`config.mk`:
```
export PLATFORM = sky130hd
export DESIGN_NAME = fit_policy_block_allocator_core
export DESIGN_NICKNAME = d
export VERILOG_FILES = /design/src/hdl/fpba_pkg.sv /design/src/hdl/fit_policy_block_allocator_core.sv
export SDC_FILE = /design/constraint.sdc
export NUM_CORES = 1
export LEC_CHECK = 0
export ABC_AREA = 0
export ABC_CLOCK_PERIOD_IN_PS = 6900
export BUFFER_PORTS_ARGS = -buffer_cell sky130_fd_sc_hd__buf_4
export CORE_MARGIN = 3
export CORE_UTILIZATION = 58
export CTS_BUF_LIST = sky130_fd_sc_hd__clkbuf_4
export CTS_CLUSTER_DIAMETER = 120
export DETAILED_ROUTE_END_ITERATION = 6
export PLACE_DENSITY_LB_ADDON = 0.25
export SLEW_MARGIN = 20
export SYNTH_ARGS = -nofsm -noshare
export SYNTH_HDL_FRONTEND = slang
export SYNTH_SLANG_ARGS = --single-unit
```
`constraint.sdc`:
```
create_clock -name clk -period 6.9 [get_ports clk]
set_input_delay 1.38 -clock clk [delete_from_list [all_inputs] [get_ports clk]]
set_output_delay 1.38 -clock clk [all_outputs]
set_load 0.02 [all_outputs]
```
`src/hdl/fpba_pkg.sv`:
```
// Package of the fit-policy block allocator: sizes, codes and FSM state type.
// No dependencies; used by scoped names from the core and its checker.
`timescale 1ns / 1ps

package fpba_pkg;

	localparam int MAX_BLOCKS = 16;
	localparam int SIZE_BITS  = 16;
	localparam int IDX_BITS   = (MAX_BLOCKS > 1) ? $clog2(MAX_BLOCKS) : 1;
	localparam int CNT_BITS   = $clog2(MAX_BLOCKS + 1);

	// Field widths of the ports.
	localparam int OP_W      = 2;
	localparam int BIDX_W    = 4;
	localparam int SIZE_W    = 16;
	localparam int CFG_IDX_W = 1;
	localparam int CFG_DAT_W = 5;

	localparam logic [OP_W-1:0] OP_LOAD    = 2'd0;
	localparam logic [OP_W-1:0] OP_REQ     = 2'd1;
	localparam logic [OP_W-1:0] OP_RESTART = 2'd2;

	localparam logic [1:0] FIT_FIRST = 2'd0;
	localparam logic [1:0] FIT_BEST  = 2'd1;
	localparam logic [1:0] FIT_WORST = 2'd2;

	localparam logic [CFG_IDX_W-1:0] REG_FIT_MODE    = 1'd0;
	localparam logic [CFG_IDX_W-1:0] REG_BLOCK_COUNT = 1'd1;

	localparam logic [4:0] BLOCK_COUNT_RESET = 5'd16;

	typedef enum logic [2:0] {
		ST_IDLE,
		ST_COPY,
		ST_SCAN,
		ST_WRITE,
		ST_PUSH
	} state_t;

endpackage

```
`src/hdl/fit_policy_block_allocator_core.sv`:
```
// Fit-policy block allocator: capacity and free-space memories with a scan sequencer.
// Depends on fpba_pkg.
`timescale 1ns / 1ps

// Usage.
// Requests enter on the in_ channel (op, block_index, size_value) and one result per
// request leaves on the out_ channel (granted, chosen_block, space_left); both use
// valid/ready. Registers are written on the cfg_ channel, which is always ready.
// A load request writes one capacity; its result goes through ST_PUSH.
// An allocation request reads the free-space memory one block per cycle through
// its single read port, then writes the chosen block back: with L = min(block_count,
// 16) the first L blocks are read, and the next request can be taken in the cycle
// in which the result appears. With block_count at zero no block is read.
// A restart request copies all 16 capacities, one entry per cycle.
// One request is worked on at a time; in_ready is high only while idle.
// A finished result waits in the output register while the receiver stalls, and a
// new request can still be taken; the one after that holds until the output frees.
// Reset clears the per-entry valid bits, so both tables read as zero at once; no
// clearing pass is needed. fit_mode resets to first fit, block_count to 16.
module fit_policy_block_allocator_core (
	input  logic                              clk,
	input  logic                              arst_n,
	input  logic                              in_valid,
	output logic                              in_ready,
	input  logic [fpba_pkg::OP_W-1:0]         op,
	input  logic [fpba_pkg::BIDX_W-1:0]       block_index,
	input  logic [fpba_pkg::SIZE_W-1:0]       size_value,
	output logic                              out_valid,
	input  logic                              out_ready,
	output logic                              granted,
	output logic [fpba_pkg::BIDX_W-1:0]       chosen_block,
	output logic [fpba_pkg::SIZE_W-1:0]       space_left,
	input  logic                              cfg_valid,
	output logic                              cfg_ready,
	input  logic [fpba_pkg::CFG_IDX_W-1:0]    cfg_index,
	input  logic [fpba_pkg::CFG_DAT_W-1:0]    cfg_data
);

	localparam int MAXB = fpba_pkg::MAX_BLOCKS;
	localparam int IW   = fpba_pkg::IDX_BITS;
	localparam int CW   = fpba_pkg::CNT_BITS;
	localparam int SW   = fpba_pkg::SIZE_BITS;

	fpba_pkg::state_t state_q, state_d;

	logic [1:0]      fit_mode_q;
	logic [4:0]      block_count_q;

	logic [SW-1:0]   cap_mem [MAXB];
	logic [SW-1:0]   rem_mem [MAXB];
	logic [MAXB-1:0] cap_vld_q;
	logic [MAXB-1:0] rem_vld_q;

	logic [CW-1:0]   cnt_q;
	logic [CW-1:0]   limit_q;
	logic [IW-1:0]   rd_addr;
	logic            rd_issue;
	logic            rd_v_s1;
	logic [IW-1:0]   rd_idx_s1;
	logic [SW-1:0]   cap_rd_s1;
	logic [SW-1:0]   rem_rd_s1;
	logic            cap_vld_s1;
	logic            rem_vld_s1;

	logic [SW-1:0]   need_q;
	logic            found_q;
	logic [IW-1:0]   best_idx_q;
	logic [SW-1:0]   best_val_q;
	logic [SW-1:0]   room;
	logic            take;

	logic            cap_we;
	logic            rem_we;
	logic [IW-1:0]   rem_wa;
	logic [SW-1:0]   rem_wd;

	logic                        res_granted_q;
	logic [fpba_pkg::BIDX_W-1:0] res_block_q;
	logic [fpba_pkg::SIZE_W-1:0] res_space_q;
	logic                        out_load;
	logic                        out_valid_q;
	logic                        accept;

	assign accept    = in_valid && in_ready;
	assign cfg_ready = 1'b1;
	assign rd_addr   = cnt_q[IW-1:0];
	assign out_valid = out_valid_q;

	// Configuration registers.
	always_ff @(posedge clk or negedge arst_n) begin
		if (!arst_n) begin
			fit_mode_q    <= fpba_pkg::FIT_FIRST;
			block_count_q <= fpba_pkg::BLOCK_COUNT_RESET;
		end else if (cfg_valid && cfg_ready) begin
			case (cfg_index)
				fpba_pkg::REG_FIT_MODE:    fit_mode_q    <= cfg_data[1:0];
				fpba_pkg::REG_BLOCK_COUNT: block_count_q <= cfg_data;
				default: ;
			endcase
		end
	end

	always_ff @(posedge clk or negedge arst_n) begin
		if (!arst_n) begin
			state_q <= fpba_pkg::ST_IDLE;
		end else begin
			state_q <= state_d;
		end
	end

	always_comb begin
		state_d  = state_q;
		in_ready = 1'b0;
		rd_issue = 1'b0;
		cap_we   = 1'b0;
		rem_we   = 1'b0;
		rem_wa   = rd_idx_s1;
		rem_wd   = cap_vld_s1 ? cap_rd_s1 : '0;
		out_load = 1'b0;
		case (state_q)
			fpba_pkg::ST_IDLE: begin
				in_ready = 1'b1;
				if (in_valid) begin
					case (op)
						fpba_pkg::OP_LOAD: begin
							cap_we  = (32'(block_index) < 32'(MAXB));
							state_d = fpba_pkg::ST_PUSH;
						end
						fpba_pkg::OP_REQ:     state_d = fpba_pkg::ST_SCAN;
						fpba_pkg::OP_RESTART: state_d = fpba_pkg::ST_COPY;
						default:              state_d = fpba_pkg::ST_PUSH;
					endcase
				end
			end
			fpba_pkg::ST_COPY: begin
				// Read of entry k overlaps the write-back of entry k-1.
				rd_issue = (cnt_q < CW'(MAXB));
				rem_we   = rd_v_s1;
				if (cnt_q == CW'(MAXB) && !rd_v_s1) begin
					state_d = fpba_pkg::ST_PUSH;
				end
			end
			fpba_pkg::ST_SCAN: begin
				rd_issue = (cnt_q < limit_q);
				if (cnt_q == limit_q && !rd_v_s1) begin
					state_d = fpba_pkg::ST_WRITE;
				end
			end
			fpba_pkg::ST_WRITE: begin
				rem_we  = found_q;
				rem_wa  = best_idx_q;
				rem_wd  = best_val_q - need_q;
				state_d = fpba_pkg::ST_PUSH;
			end
			fpba_pkg::ST_PUSH: begin
				if (!out_valid_q || out_ready) begin
					out_load = 1'b1;
					state_d  = fpba_pkg::ST_IDLE;
				end
			end
			default: state_d = fpba_pkg::ST_IDLE;
		endcase
	end

	// Memories: one write port each, a shared read address, registered read data.
	always_ff @(posedge clk) begin
		if (cap_we) begin
			cap_mem[IW'(block_index)] <= SW'(size_value);
		end
		if (rem_we) begin
			rem_mem[rem_wa] <= rem_wd;
		end
		if (rd_issue) begin
			cap_rd_s1 <= cap_mem[rd_addr];
			rem_rd_s1 <= rem_mem[rd_addr];
		end
	end

	// An entry that was never written reads as zero through its valid bit.
	always_ff @(posedge clk or negedge arst_n) begin
		if (!arst_n) begin
			cap_vld_q  <= '0;
			rem_vld_q  <= '0;
			cap_vld_s1 <= 1'b0;
			rem_vld_s1 <= 1'b0;
		end else begin
			if (cap_we) begin
				cap_vld_q[IW'(block_index)] <= 1'b1;
			end
			if (rem_we) begin
				rem_vld_q[rem_wa] <= 1'b1;
			end
			if (rd_issue) begin
				cap_vld_s1 <= cap_vld_q[rd_addr];
				rem_vld_s1 <= rem_vld_q[rd_addr];
			end
		end
	end

	always_ff @(posedge clk or negedge arst_n) begin
		if (!arst_n) begin
			cnt_q   <= '0;
			rd_v_s1 <= 1'b0;
		end else begin
			rd_v_s1 <= rd_issue;
			if (accept) begin
				cnt_q <= '0;
			end else if (rd_issue) begin
				cnt_q <= cnt_q + CW'(1);
			end
		end
	end

	always_ff @(posedge clk) begin
		if (rd_issue) begin
			rd_idx_s1 <= rd_addr;
		end
		if (accept) begin
			need_q <= SW'(size_value);
			if (32'(block_count_q) > 32'(MAXB)) begin
				limit_q <= CW'(MAXB);
			end else begin
				limit_q <= CW'(block_count_q);
			end
		end
	end

	// Scan compare on the registered read data.
	assign room = rem_vld_s1 ? rem_rd_s1 : '0;

	always_comb begin
		take = 1'b0;
		if (room >= need_q) begin
			if (!found_q) begin
				take = 1'b1;
			end else if (fit_mode_q == fpba_pkg::FIT_BEST) begin
				take = (room < best_val_q);
			end else if (fit_mode_q == fpba_pkg::FIT_WORST) begin
				take = (room > best_val_q);
			end
		end
	end

	always_ff @(posedge clk or negedge arst_n) begin
		if (!arst_n) begin
			found_q <= 1'b0;
		end else if (accept) begin
			found_q <= 1'b0;
		end else if (state_q == fpba_pkg::ST_SCAN && rd_v_s1 && take) begin
			found_q <= 1'b1;
		end
	end

	always_ff @(posedge clk) begin
		if (state_q == fpba_pkg::ST_SCAN && rd_v_s1 && take) begin
			best_idx_q <= rd_idx_s1;
			best_val_q <= room;
		end
	end

	always_ff @(posedge clk) begin
		if (accept) begin
			res_granted_q <= 1'b0;
			res_block_q   <= '0;
			res_space_q   <= '0;
		end else if (state_q == fpba_pkg::ST_WRITE && found_q) begin
			res_granted_q <= 1'b1;
			res_block_q   <= fpba_pkg::BIDX_W'(best_idx_q);
			res_space_q   <= fpba_pkg::SIZE_W'(rem_wd);
		end
	end

	// Output register: holds the result while the receiver stalls.
	always_ff @(posedge clk or negedge arst_n) begin
		if (!arst_n) begin
			out_valid_q <= 1'b0;
		end else if (out_load) begin
			out_valid_q <= 1'b1;
		end else if (out_ready) begin
			out_valid_q <= 1'b0;
		end
	end

	always_ff @(posedge clk) begin
		if (out_load) begin
			granted      <= res_granted_q;
			chosen_block <= res_block_q;
			space_left   <= res_space_q;
		end
	end

endmodule

```
# == Word level (Yosys, flattened, before mapping) ==
# Memory sizes are Yosys's and may differ from the RTL's. A register that Yosys moved wholly into a read port is not among the register bits.
# Index checks and enable logic that the tools add are counted.
# totals
reg_bits,139
mem_bits_rw,512
input_bits,33
output_inout_bits,24
word_cells,113
memories,2
# classes
add_sub_neg,2
magnitude_cmp,11
n_eq_ne,14
muxes,40
bitwise_logic,3
n_reduce_logical,19
# mem_list
memory,depth,word_bits,rd,rd_clocked_by_memory_dff,write_ports,line,rtl
cap_mem,16,16,1,1,1,fit_policy_block_allocator_core.sv:49,logic [SW-1:0] cap_mem [MAXB];
rem_mem,16,16,1,1,1,fit_policy_block_allocator_core.sv:50,logic [SW-1:0] rem_mem [MAXB];
# op_table
operator,count
$mux W16,3
$or A16 B16 Y16,2
$mux W1,22
$ge A16 B16 Y1,1
$gt A16 B16 Y1,1
$lt A16 B16 Y1,1
$sub A16 B16 Y16,1
$lt A4 B5 Y1 const B,3
$pmux W3 S5,1
$mux W3,4
$mux W5,2
$bmux W1 S4,2
$demux W1 S4,2
$ge A4 B1 Y1 const B,2
$logic_and A1 B1 Y1,8
$ne A2 B2 Y1 const B,4
$eq A3 B2 Y1 const B,2
$pmux W3 S2,1
$reduce_bool A2 Y1,3
$add A5 B1 Y5 const B,1
$eq A5 B5 Y1,1
$eq A5 B5 Y1 const B,1
$gt A5 B5 Y1 const B,1
$lt A5 B5 Y1,1
other kinds (14),19

# == Depth between registers and ports, before layout ==
# depth
depth_word,9
mapped_depth,10
ltp_nobuf,9

# == Worst setup path after synthesis ==
# Ideal clock, no wire load.
# synth_path
path_type,input to register
start,input port op[0] (netlist bit)
end,memory cap_mem[0][0] (netlist bit) (enable)
setup_ns,0.411
arrival_time_ns,3.308
required_ns,6.489
setup_slack_ns,3.181
path_stages,4
path_buffers,0
path_cell_list,inv_1 > ha_1 > or4b_1 > nor3_1
# synth_between
elab_chain_len,6
# synth_lines
element,line,rtl
start: declaration,fit_policy_block_allocator_core.sv:25,"input logic [fpba_pkg::OP_W-1:0] op,"
$logic_not A2 Y1,fit_policy_block_allocator_core.sv:124,case (op)
$mux W1,fit_policy_block_allocator_core.sv:124,
$mux W1,fit_policy_block_allocator_core.sv:123,if (in_valid) begin
$mux W1,fit_policy_block_allocator_core.sv:120,case (state_q)
$mux W1,fit_policy_block_allocator_core.sv:167,if (cap_we) begin
$mux W1 (not written as such),fit_policy_block_allocator_core.sv:168,cap_mem[IW'(block_index)] <= SW'(size_value);
end: declaration,fit_policy_block_allocator_core.sv:49,
# No other way between the ends.

# == Worst setup path after layout ==
# layout_path
start,register state_q[1]
end,memory rem_mem[9][0] (netlist bit) (enable)
# layout_between
elab_chain_len,4
elab_cells_between_ends,6
cone_classes,eq/ne (2); mux (4)
# layout_lines
element,line,rtl
start: declaration,fit_policy_block_allocator_core.sv:44,"fpba_pkg::state_t state_q, state_d;"
start signal: assignment,fit_policy_block_allocator_core.sv:105,state_q <= fpba_pkg::ST_IDLE;
start signal: assignment,fit_policy_block_allocator_core.sv:107,state_q <= state_d;
$eq A3 B2 Y1 / $eq A3 B1 Y1 (equally long branches),fit_policy_block_allocator_core.sv:120,
$pmux W1 S2,fit_policy_block_allocator_core.sv:120,
$mux W1,fit_policy_block_allocator_core.sv:170,if (rem_we) begin
$mux W1 (not written as such),fit_policy_block_allocator_core.sv:171,rem_mem[rem_wa] <= rem_wd;
end: declaration,fit_policy_block_allocator_core.sv:50,
# Parallel ways exist; a longest one is shown, timed or not.

==> run_results.csv <==
group,metric,value,unit
clocking,numCtsBuffers,166,
clocking,h-tree-depth,4,
run,drv_cap,0,
clocking,cts.root.buffer_cell,"clkbuf_4",
timing,slew_headroom,27.9,%
yosys,synth_edf_count,610,
clocking,clk_path_buf_depth,3,
timing,finalSetupViolCount,0,
layout,nNetsFinal,1727,
place,port_buffers,55,
die,coreArea,0.0468,mm²
timing,fin_crit,3750,ps
global_route,grt_usage,25.4,%
worst_hold_path,hold_class,"flip-flop to flip-flop",
layout,fillCellCount,3133,
layout,stdcell_count,2371,
global_route,grt_pass1_vias,14900,
drt,met1_length,25.1,mm
yosys,synth_cells,1442,
yosys,ys_async_sr_fraction,7.61,%
yosys,syn-num-nets,1530,
die,io-pin-count,57,
drt,dr.pass1.iters,7,
setup_path,slowest_stage,"and2_1",
drt,drc,1,
timing,slew_violations,0,
global_route,grt_max_degree,85,
drt,drt-total-wl,61.2,mm
global_route,grt_overflow,0,
drt,ant_nets,0,
drt,route.met2.wl,29.2,mm
yosys,yosysTopAreaCell,"edfxtp_1",
timing,worst_pin_slew,1080,ps
global_route,grt_pass1_wl,93.0,mm
power_and_ir_drop,ir_drop,0.103,mV
setup_path,path_max_fanout,20,
timing,grt_setup_unrepaired,"false",
layout,multiInputGateArea,0.00712,mm²
clocking,cts-hold-fix-buffers,0,
clocking,cts.sinks,683,
setup_path,crit_required,7410,ps
power_and_ir_drop,leakagePower,10.6,nW
die,row_count,79,
timing,clock_skew,63.2,ps
timing,hold_viol,0,
yosys,synth.distinct_cells,63,
place,placed_cells,2078,
clocking,clk_pin_slew,60,ps
clocking,cts_tree,"done",
setup_path,cp_data_arrival_time,4270,ps
layout,drive_gt1_share,34.4,%
run_status,violations,"DRC",
setup_path,worstSetupPathType,"flip-flop to flip-flop",
drt,viasPerCell,6.22,
drt,wl_per_cell,25.8,µm
yosys,ys_warn_count,0,
power_and_ir_drop,power.density,256,mW/mm²
die,die_area,0.0501,mm²
setup_path,path_cells,"and2_1 -> nand2_1 -> nand2_1 -> o21ai_1 -> nor2_2 -> buf_4",
drt,drt_iter0_drc,1609,
setup_path,crit_top_cell,"nand2_1",
timing,min_period_over_period,54.4,%
timing,fmax,0.267,GHz
die,initial_core_util,58.9,%
drt,met3_length,5.80,mm
yosys,synth_commonest_cells,"610 x edfxtp_1, 170 x mux4_2, 54 x ha_1",
yosys,synth-seq-cells,683,
run_status,status,"finished, violations left",
global_route,antenna_found_initial,2,
yosys,avgSynthCellArea,19.1,µm²
drt,num_vias,14700,
die,die_height,224,µm
clocking,insertion_delay,900,ps
setup_path,endpoint_kind,"flip-flop",
yosys,ys_top_cells_by_area,"edfxtp_1 67%, mux4_2 14%, dfrtp_1 4.6%",
drt,top_layer_used,"met4",
yosys,synth_most_common_cell,"edfxtp_1",
layout,seqCellArea,0.0201,mm²
yosys,synth_area,0.0275,mm²
clocking,post_cts_resized,0,
timing,tns,0,ps
setup_path,slowest_delay,720,ps
place,hpwl,37.6,mm
yosys,seq_area_frac_synth,72.8,%
setup_path,start_kind,"flip-flop",
clocking,post_cts_buffers,0,
layout,syn_to_final_growth,12.7,%
yosys,synth_top_area_share,66.5,%
die,die_x,224,µm
yosys,synth_ff_type,"edfxtp_1",
place,place_congestion,0.911,
-- report_power, final --
part / total (W) / leakage (nW) / internal, W / switching (W)
Clock: 0.00338 / 1.31 / 0.00186 / 0.00153
Sequential: 0.00448 / 5.76 / 0.00447 / 0.00000712
Combinational: 0.0000766 / 3.50 / 0.0000220 / 0.0000546
-- worst max-delay path, delay by kind of cell (launching register included) --
family          cells  cell delay, ps
simple gates        4            1960
flops               1             670
compound gates      1             380
buf+inv             1             350
-- cells by family (layout without fill, tap and decap cells) --
logic type,after synthesis,count (layout),synth area share (%)
xor+xnor,12,12,0.382
buf+inv,115,434,1.70
flops,683,683,72.8
other cells,1,4,0.0136
mux,179,179,14.3
fa+ha+maj,55,55,2.53
simple gates,250,250,4.72
compound gates,147,147,3.58
-- placed cells by master, fill, tap and decap left out, types with 8 or more instances in the layout --
cell,instances
edfxtp_1,610
clkbuf_4,254
mux4_2,170
buf_4,92
ha_1,54
nand2_1,50
inv_1,49
dfrtp_1,47
a21oi_1,37
nand3_1,32
nor2_2,28
o21ai_0,25
nor2_1,23
dfxtp_1,21
clkinv_1,19
o21bai_1,18
nor3_1,17
and2_1,16
or2_2,16
a21o_1,11
nor2b_1,11
nand2b_1,10
nor3b_1,9
mux2_2,9
nand4_1,8
-- state kept, by name, indices dropped and copies added (netlist names), 3 cells and up --
signal and flops:
best_idx_q 4, best_val_q 16, block_count_q 5, cap_mem 256, cap_rd_s1 16, cap_vld_q 16, chosen_block 4, cnt_q 5
limit_q 5, need_q 16, rd_idx_s1 4, rem_mem 256, rem_rd_s1 16, rem_vld_q 16, res_block_q 4, res_space_q 16
space_left 16, state_q 3
-- layer usage --
layer  track usage, %  vias up
met5                0        -
met4             8.17        0
met3             6.59       92
met2             38.3      720
met1             37.3     7602
li1                 -     6325
-- path summary, 6_finish.rpt --
kind                                 start             end  slack [ps]  cells past startpoint
setup / recovery                state_q[1]   rem_mem[9][0]        3150                      6
setup reg to reg                state_q[1]   rem_mem[9][0]        3150                      6
hold / removal             res_space_q[13]  space_left[13]         430                      0
hold reg to reg            res_space_q[13]  space_left[13]         430                      0
min in group asynchronous           arst_n    cap_vld_q[3]         590                      1
max in group asynchronous           arst_n        cnt_q[1]        5720                      1
-- area by class of cell --
type | instances | share of cell area (%)
inverter | 51 | 0.617
clock buffer | 254 | 6.14
timing repair buffer | 93 | 2.29
antenna | 3 | 0.0242
clock inverter | 36 | 0.923
sequential | 683 | 64.6
tap | 607 | 2.45
multi-input combinational | 644 | 23.0
-- per-stage QoR --
step	power (W)	hold WS, ps	setup WS (ps)	util, %	cell area (µm²)
detailed placement	0.00464	412	3180	61.7	28800
CTS	0.00801	426	3180	66.4	31000
global placement	0.00464	413	3120	61.6	28800
finish	0.00794	429	3150	66.4	31000
floorplan	0.00458	403	3180	-	27500
global route	0.00824	445	2860	66.4	31000
No activity file was read; power rests on OpenSTA's default activity.
